## src/design/tracs_pkg.sv

```systemverilog
`timescale 1ns / 1ps

package tracs_pkg;

  // Data path geometry
  localparam int WORD_W    = 8;
  localparam int ADDR_W    = 4;
  localparam int MEM_DEPTH = 16;
  localparam int CMD_W     = 4;
  localparam int OPND_W    = 4;
  localparam int KIND_W    = 2;

  // Item kinds on the opcode field
  localparam logic [KIND_W-1:0] OPC_WRITE = 2'd0;
  localparam logic [KIND_W-1:0] OPC_READ  = 2'd1;
  localparam logic [KIND_W-1:0] OPC_EXEC  = 2'd2;

  // Instruction commands
  localparam logic [CMD_W-1:0] CMD_NOP   = 4'd0;
  localparam logic [CMD_W-1:0] CMD_SAVEA = 4'd1;
  localparam logic [CMD_W-1:0] CMD_SAVEB = 4'd2;
  localparam logic [CMD_W-1:0] CMD_LOADA = 4'd3;
  localparam logic [CMD_W-1:0] CMD_LOADB = 4'd4;
  localparam logic [CMD_W-1:0] CMD_ADDA  = 4'd5;
  localparam logic [CMD_W-1:0] CMD_ADDB  = 4'd6;
  localparam logic [CMD_W-1:0] CMD_JUMP  = 4'd7;
  localparam logic [CMD_W-1:0] CMD_IFA   = 4'd8;
  localparam logic [CMD_W-1:0] CMD_IFB   = 4'd9;
  localparam logic [CMD_W-1:0] CMD_END   = 4'd10;

  // State update produced by one item
  typedef struct packed {
    logic              mem_we;
    logic [ADDR_W-1:0] mem_waddr;
    logic [WORD_W-1:0] mem_wdata;
    logic [ADDR_W-1:0] pc_next;
    logic [WORD_W-1:0] a_next;
    logic [WORD_W-1:0] b_next;
  } upd_t;

endpackage

```

## src/design/two_register_accumulator_cpu_step_top.sv

```systemverilog
`timescale 1ns / 1ps
// Channel | Handshake                    | Payload
// --------+------------------------------+-----------------------------------------------
// in      | in_valid / in_stall          | opcode, address, write_data
// out     | out_valid / out_stall        | program_counter, reg_a, reg_b, read_data,
//         |                              | executed_command, end_seen
//
// One item per cycle while the output does not stall; each item passes the input
// register and then the result register before its result is offered.
// The item is registered, then executes against the register file and core
// registers in one pass, and the result is registered for the output.
// Synchronous reset clears pc, A, B, all memory words and both valid flags.
// A stall on the output holds the result and the waiting item; input stalls
// only while both stages are full and the output stalls.

module two_register_accumulator_cpu_step_top import tracs_pkg::*; (
  input  logic              clk,
  input  logic              rst,
  input  logic              in_valid,
  output logic              in_stall,
  input  logic [KIND_W-1:0] opcode,
  input  logic [ADDR_W-1:0] address,
  input  logic [WORD_W-1:0] write_data,
  output logic              out_valid,
  input  logic              out_stall,
  output logic [ADDR_W-1:0] program_counter,
  output logic [WORD_W-1:0] reg_a,
  output logic [WORD_W-1:0] reg_b,
  output logic [WORD_W-1:0] read_data,
  output logic [CMD_W-1:0]  executed_command,
  output logic              end_seen
);

  logic              s1_valid;
  logic [KIND_W-1:0] s1_opcode;
  logic [ADDR_W-1:0] s1_address;
  logic [WORD_W-1:0] s1_write_data;
  logic              advance;

  logic [ADDR_W-1:0] pc;
  logic [WORD_W-1:0] acc_a;
  logic [WORD_W-1:0] acc_b;
  logic [WORD_W-1:0] fetch_word;
  logic [WORD_W-1:0] opnd_word;
  logic [WORD_W-1:0] rd_word;
  logic [ADDR_W-1:0] ea;
  upd_t              upd;
  logic [WORD_W-1:0] rd_after;
  logic [CMD_W-1:0]  cmd_now;
  logic              end_now;

  // Execute the held item when the result register can take it
  assign advance  = s1_valid && (!out_valid || !out_stall);
  assign in_stall = s1_valid && out_valid && out_stall;

  // Input register
  always_ff @(posedge clk) begin
    if (rst) begin
      s1_valid <= 1'b0;
    end else if (!in_stall) begin
      s1_valid <= in_valid;
    end
  end

  always_ff @(posedge clk) begin
    if (in_valid && !in_stall) begin
      s1_opcode     <= opcode;
      s1_address    <= address;
      s1_write_data <= write_data;
    end
  end

  tracs_state u_state (
    .clk        (clk),
    .rst        (rst),
    .upd_en     (advance),
    .upd        (upd),
    .ea         (ea),
    .rd_addr    (s1_address),
    .pc         (pc),
    .acc_a      (acc_a),
    .acc_b      (acc_b),
    .fetch_word (fetch_word),
    .opnd_word  (opnd_word),
    .rd_word    (rd_word)
  );

  tracs_exec u_exec (
    .opcode           (s1_opcode),
    .address          (s1_address),
    .write_data       (s1_write_data),
    .pc               (pc),
    .acc_a            (acc_a),
    .acc_b            (acc_b),
    .fetch_word       (fetch_word),
    .opnd_word        (opnd_word),
    .rd_word          (rd_word),
    .ea               (ea),
    .upd              (upd),
    .read_data        (rd_after),
    .executed_command (cmd_now),
    .end_seen         (end_now)
  );

  // Result register: load on advance, drop after transfer
  always_ff @(posedge clk) begin
    if (rst) begin
      out_valid <= 1'b0;
    end else if (advance) begin
      out_valid <= 1'b1;
    end else if (!out_stall) begin
      out_valid <= 1'b0;
    end
  end

  always_ff @(posedge clk) begin
    if (advance) begin
      program_counter  <= upd.pc_next;
      reg_a            <= upd.a_next;
      reg_b            <= upd.b_next;
      read_data        <= rd_after;
      executed_command <= cmd_now;
      end_seen         <= end_now;
    end
  end

endmodule

```

## src/design/tracs_state.sv

```systemverilog
`timescale 1ns / 1ps

module tracs_state import tracs_pkg::*; (
  input  logic              clk,
  input  logic              rst,
  input  logic              upd_en,
  input  upd_t              upd,
  input  logic [ADDR_W-1:0] ea,
  input  logic [ADDR_W-1:0] rd_addr,
  output logic [ADDR_W-1:0] pc,
  output logic [WORD_W-1:0] acc_a,
  output logic [WORD_W-1:0] acc_b,
  output logic [WORD_W-1:0] fetch_word,
  output logic [WORD_W-1:0] opnd_word,
  output logic [WORD_W-1:0] rd_word
);

  logic [WORD_W-1:0] mem [MEM_DEPTH];

  // Register file: cleared on reset, at most one write per item
  always_ff @(posedge clk) begin
    if (rst) begin
      for (int i = 0; i < MEM_DEPTH; i++) begin
        mem[i] <= '0;
      end
    end else if (upd_en && upd.mem_we) begin
      mem[upd.mem_waddr] <= upd.mem_wdata;
    end
  end

  // Core registers
  always_ff @(posedge clk) begin
    if (rst) begin
      pc    <= '0;
      acc_a <= '0;
      acc_b <= '0;
    end else if (upd_en) begin
      pc    <= upd.pc_next;
      acc_a <= upd.a_next;
      acc_b <= upd.b_next;
    end
  end

  // Read ports: fetch, operand, item address
  assign fetch_word = mem[pc];
  assign opnd_word  = mem[ea];
  assign rd_word    = mem[rd_addr];

endmodule

```

## src/design/tracs_exec.sv

```systemverilog
`timescale 1ns / 1ps

module tracs_exec import tracs_pkg::*; (
  input  logic [KIND_W-1:0] opcode,
  input  logic [ADDR_W-1:0] address,
  input  logic [WORD_W-1:0] write_data,
  input  logic [ADDR_W-1:0] pc,
  input  logic [WORD_W-1:0] acc_a,
  input  logic [WORD_W-1:0] acc_b,
  input  logic [WORD_W-1:0] fetch_word,
  input  logic [WORD_W-1:0] opnd_word,
  input  logic [WORD_W-1:0] rd_word,
  output logic [ADDR_W-1:0] ea,
  output upd_t              upd,
  output logic [WORD_W-1:0] read_data,
  output logic [CMD_W-1:0]  executed_command,
  output logic              end_seen
);

  logic [CMD_W-1:0]  cmd;
  logic [OPND_W-1:0] opnd;
  logic [ADDR_W-1:0] pc_inc;
  logic [ADDR_W-1:0] pc_rel;

  // Split the fetched word and form pc-relative addresses
  assign cmd    = fetch_word[WORD_W-1:OPND_W];
  assign opnd   = fetch_word[OPND_W-1:0];
  assign pc_rel = pc + opnd;
  assign pc_inc = pc + ADDR_W'(1);
  assign ea     = pc_rel;

  // Decode the item and build the state update
  always_comb begin
    upd.mem_we       = 1'b0;
    upd.mem_waddr    = address;
    upd.mem_wdata    = write_data;
    upd.pc_next      = pc;
    upd.a_next       = acc_a;
    upd.b_next       = acc_b;
    executed_command = '0;
    end_seen         = 1'b0;
    case (opcode)
      OPC_WRITE: begin
        upd.mem_we = 1'b1;
      end
      OPC_EXEC: begin
        executed_command = cmd;
        upd.pc_next      = pc_inc;
        upd.mem_waddr    = ea;
        case (cmd)
          CMD_SAVEA: begin
            upd.mem_we    = 1'b1;
            upd.mem_wdata = acc_a;
          end
          CMD_SAVEB: begin
            upd.mem_we    = 1'b1;
            upd.mem_wdata = acc_b;
          end
          CMD_LOADA: upd.a_next = opnd_word;
          CMD_LOADB: upd.b_next = opnd_word;
          CMD_ADDA:  upd.a_next = acc_a + opnd_word;
          CMD_ADDB:  upd.b_next = acc_b + opnd_word;
          CMD_JUMP:  upd.pc_next = pc_rel;
          CMD_IFA: begin
            if (acc_a != '0) upd.pc_next = pc_rel;
          end
          CMD_IFB: begin
            if (acc_b != '0) upd.pc_next = pc_rel;
          end
          CMD_END:   end_seen = 1'b1;
          default: begin
            // nop and unknown commands only advance pc
          end
        endcase
      end
      default: begin
        // read and the unused kind leave state alone
      end
    endcase
  end

  // Word at the item address after this item's write
  assign read_data = (upd.mem_we && upd.mem_waddr == address) ? upd.mem_wdata : rd_word;

endmodule

```

## config.mk

```make
export PLATFORM = sky130hd
export DESIGN_NAME = two_register_accumulator_cpu_step_top
export DESIGN_NICKNAME = d
export VERILOG_FILES = /design/src/design/tracs_pkg.sv /design/src/design/two_register_accumulator_cpu_step_top.sv /design/src/design/tracs_state.sv /design/src/design/tracs_exec.sv
export SDC_FILE = /design/constraint.sdc
export NUM_CORES = 1
export LEC_CHECK = 0
export ABC_AREA = 1
export BUFFER_PORTS_ARGS = -buffer_cell sky130_fd_sc_hd__buf_2
export CORE_MARGIN = 2
export CORE_UTILIZATION = 30
export CTS_BUF_LIST = sky130_fd_sc_hd__clkbuf_8 sky130_fd_sc_hd__clkbuf_16
export DETAILED_ROUTE_END_ITERATION = 6
export SLEW_MARGIN = 40
export SYNTH_ARGS = -nofsm -noshare
export SYNTH_HDL_FRONTEND = slang
export SYNTH_SLANG_ARGS = --single-unit
```

## constraint.sdc

```tcl
create_clock -name clk -period 5 [get_ports clk]
set_clock_uncertainty 0.2 [all_clocks]
set_input_delay 0.25 -clock clk [delete_from_list [all_inputs] [get_ports clk]]
set_output_delay 0.25 -clock clk [all_outputs]
set_load 0.05 [all_outputs]
```

==> run summary <==
worst hold start: opcode[0]
CP endpoint: u_state.acc_b[7]
area share of the largest cell type after synthesis: 0.410
CP required: 5.24 ns
Initial Util: 0.305
# placed instances: 2,254
area leader, netlist: edfxtp_1
row count: 75
DP Area: 0.0142 sq mm
final instance area: 0.0159 sq mm
Total GRT Usage: 0.199
Post-DP HPWL: 32.7 mm
worst skew pair latency: 0.57 ns
Placer Congestion: 0.959
EDFF count, synth: 175
combinational share of power: 0.423
number of global-route vias before repair: 11.4k
core area: 0.0420 sq mm
total grt overflow: 0
antenna diode count: 0
Num CTS Buffers: 24
cell internal pwr: 4.06 mW
Synth Area in XOR/XNOR: 0.00752
outcome: finished, final reports clean
R2R depth: 29
slew of the pin with the lowest slew margin: 0.865 ns
Routed WL: 45.7 mm
Simple-Gate Fraction of Synth Area: 0.237
CP max FO: 8
count of cell types in the netlist: 50
Post-Syn Area: 0.0128 sq mm
first-pass GRT wire length: 67.2 mm
final worst path period share: 0.986
RSZ-0062 raised after global routing: true
Die ar.: 0.0444 sq mm
Final Hold Fails: 0
die height: 211 microns
Vias/cell: 5.24
Final Max Tran Viols: 0
total I/O pin count: 53
critical path's most frequent cell: nand2_1
main flop type after synthesis: edfxtp_1
Sw Pwr: 2.51 mW
worst rel slew slack: 0.422
post-synthesis sequential area ratio: 0.457
Syn Inst Count: 1,652
multiplexer share of the synthesized area: 0
Fin Setup TNS: 0 ns
antenna violations before repair: 0
Max-cap violations: 0
Synth Area per Inst: 7.76 sq um
kind of critical path: reg -> reg
Tmin final: 4.93 ns
Place WS: -0.00950 ns
area delta synth->final: 23.9%
clk sink count: 205
H-tree levels: 1
ranking of synthesized cells by area: edfxtp_1 41%, nand2_1 9.5%, o21ai_0 7.3%
crit path launch type: flip-flop
PnR worst setup slack: 0.0713 ns
sequential share of power: 0.309
Switching Share: 0.382
CTS root buffer: clkbuf_16
PortBufs: 52
synth warn: 0
DRT iter0 DRCs: 1,196
die span in x: 211 microns
R2R Setup Slk: 0.07 ns
DRC: 0
Min Hold Slack: 0.203 ns
Clock Pin Slew Worst Setup and Hold Paths: 0.06 ns
Post-Synth Adder-Cell Area: 0.0242
Leakage: 6.75 nW
largest family of logic cells by synthesized area: simple AND/OR/NAND/NOR gates
Async SR Flop Fraction: 0
Clock power frac: 0.268
largest net degree at the start of global routing: 94
Synth Area in Compound Gates: 0.187
commonest cells in the netlist: 325 x nand2_1, 197 x nor2_1, 187 x o21ai_0
clk buf depth: 3
CTS tree: built
layout cells sized above 1: 0.197
final net count: 1,820
Antenna Nets Post-Route: 0
Hold Path Class: in -> reg
most frequent cell after synthesis: nand2_1
critical path's slowest cell: fa_2
fmax: 203 MHz
slowest stage delay, CP: 0.65 ns
maximum VDD drop: 0.202 mV
WL/cell: 19.6 microns
Finished Layout Cells: 2,336
final setup vio count: 0
#FFs+latches synth: 205
DR vias: 12.2k
Power per Cell Area: 414 mW/mm^2
Worst EP arrival: 5.17 ns
reg2reg end: u_state.acc_b[7]
DRT Pass-1 Iters: 5
Net Count, Synth: 1,693
Crit. End Element: flip-flop
-- cells in the final DEF, fill, tap and decap left out, drive strengths merged, types with 17 or more instances in the layout --
master       count
nor2           203
clkbuf          29
o21ai          198
nor3            18
edfxtp         175
dfxtp           30
o22ai           25
inv            190
a21oi          163
buf            175
nand2          349
dlygate4sd3     17
nand3          104
ha              20
o211ai          31
-- cell families after synthesis --
group | after synthesis
adder cells (fa/ha/maj) | 23
XOR/XNOR | 11
flip-flops | 205
AND/OR/NAND/NOR | 695
AO/OA/AOI/OAI | 439
buffers and inverters | 279
-- sequential cells by signal, indices dropped and copies added, names as in the netlist, 2 cells and up, named ones only --
| name | flops |
|---|---|
| u_state.acc_b | 8 |
| u_state.pc | 4 |
| u_state.mem | 128 |
| u_state.acc_a | 8 |
| s1_opcode | 2 |
| reg_a | 8 |
| s1_write_data | 8 |
| s1_address | 4 |
| reg_b | 8 |
| program_counter | 4 |
| read_data | 8 |
| executed_command | 4 |
-- through the flow --
step / utilization / total power [mW]
3_5_place_dp: 0.338 / 4.27
5_1_grt: 0.378 / 6.87
2_1_floorplan: - / 3.36
4_1_cts: 0.361 / 6.05
6_report: 0.378 / 6.57
3_3_place_gp: 0.338 / 4.26
-- how the worst min path moves through the flow --
stage / endpoint / slack (ns) / cells past startpoint
4_1_cts: s1_write_data[1] / 0.19 / 2
3_3_place_gp: s1_write_data[1] / 0.23 / 1
6_report: s1_opcode[0] / 0.20 / 2
3_5_place_dp: s1_write_data[4] / 0.23 / 1
2_1_floorplan: s1_address[0] / 0.15 / 0
5_1_grt: s1_write_data[3] / 0.20 / 2
-- cell type report --
cell class                      instances  area [sq um]
Clock buffer                           28           678
Clock inverter                         16           103
Fill cell                            4345         26200
Inverter                              187           723
Multi-Input combinational cell       1168          6290
Sequential cell                       205          5860
Tap cell                              539           674
Timing Repair Buffer                  193          1550
-- timing repair --
action | 4_1_cts | 5_1_grt
setup endpoints to repair | 3 | 18
resized for setup | 3 | 154
pin swaps | 0 | 73
hold endpoints to repair | 20 | 0
gates cloned | 0 | 2
hold buffers | 17 | 0
setup buffers | 0 | 19
-- power by group through the flow --
stage,clock (mW),sequential [mW],combinational [mW]
2_1_floorplan,0,2.08,1.27
3_3_place_gp,0,2.07,2.19
3_5_place_dp,0,2.07,2.20
4_1_cts,1.79,2.03,2.23
5_1_grt,1.84,2.04,2.99
6_report,1.76,2.03,2.78
-- layer usage --
metal / share of wire / global-route usage
met1: 0.43 / 0.259
met2: 0.46 / 0.327
met4: 0.056 / 0.0959
met3: 0.057 / 0.0245
met5: 0 / 0
-- worst max-delay path, delay by kind of cell, from the launching register on --
kind	cells	cell delay [ns]
and+or+nand+nor	12	0.99
adders and majority gates	3	1.04
AOI/OAI and AO/OA	7	1.16
DFF	1	0.36
buffers and inverters	7	1.05
Power figures use the tool's default switching activity.
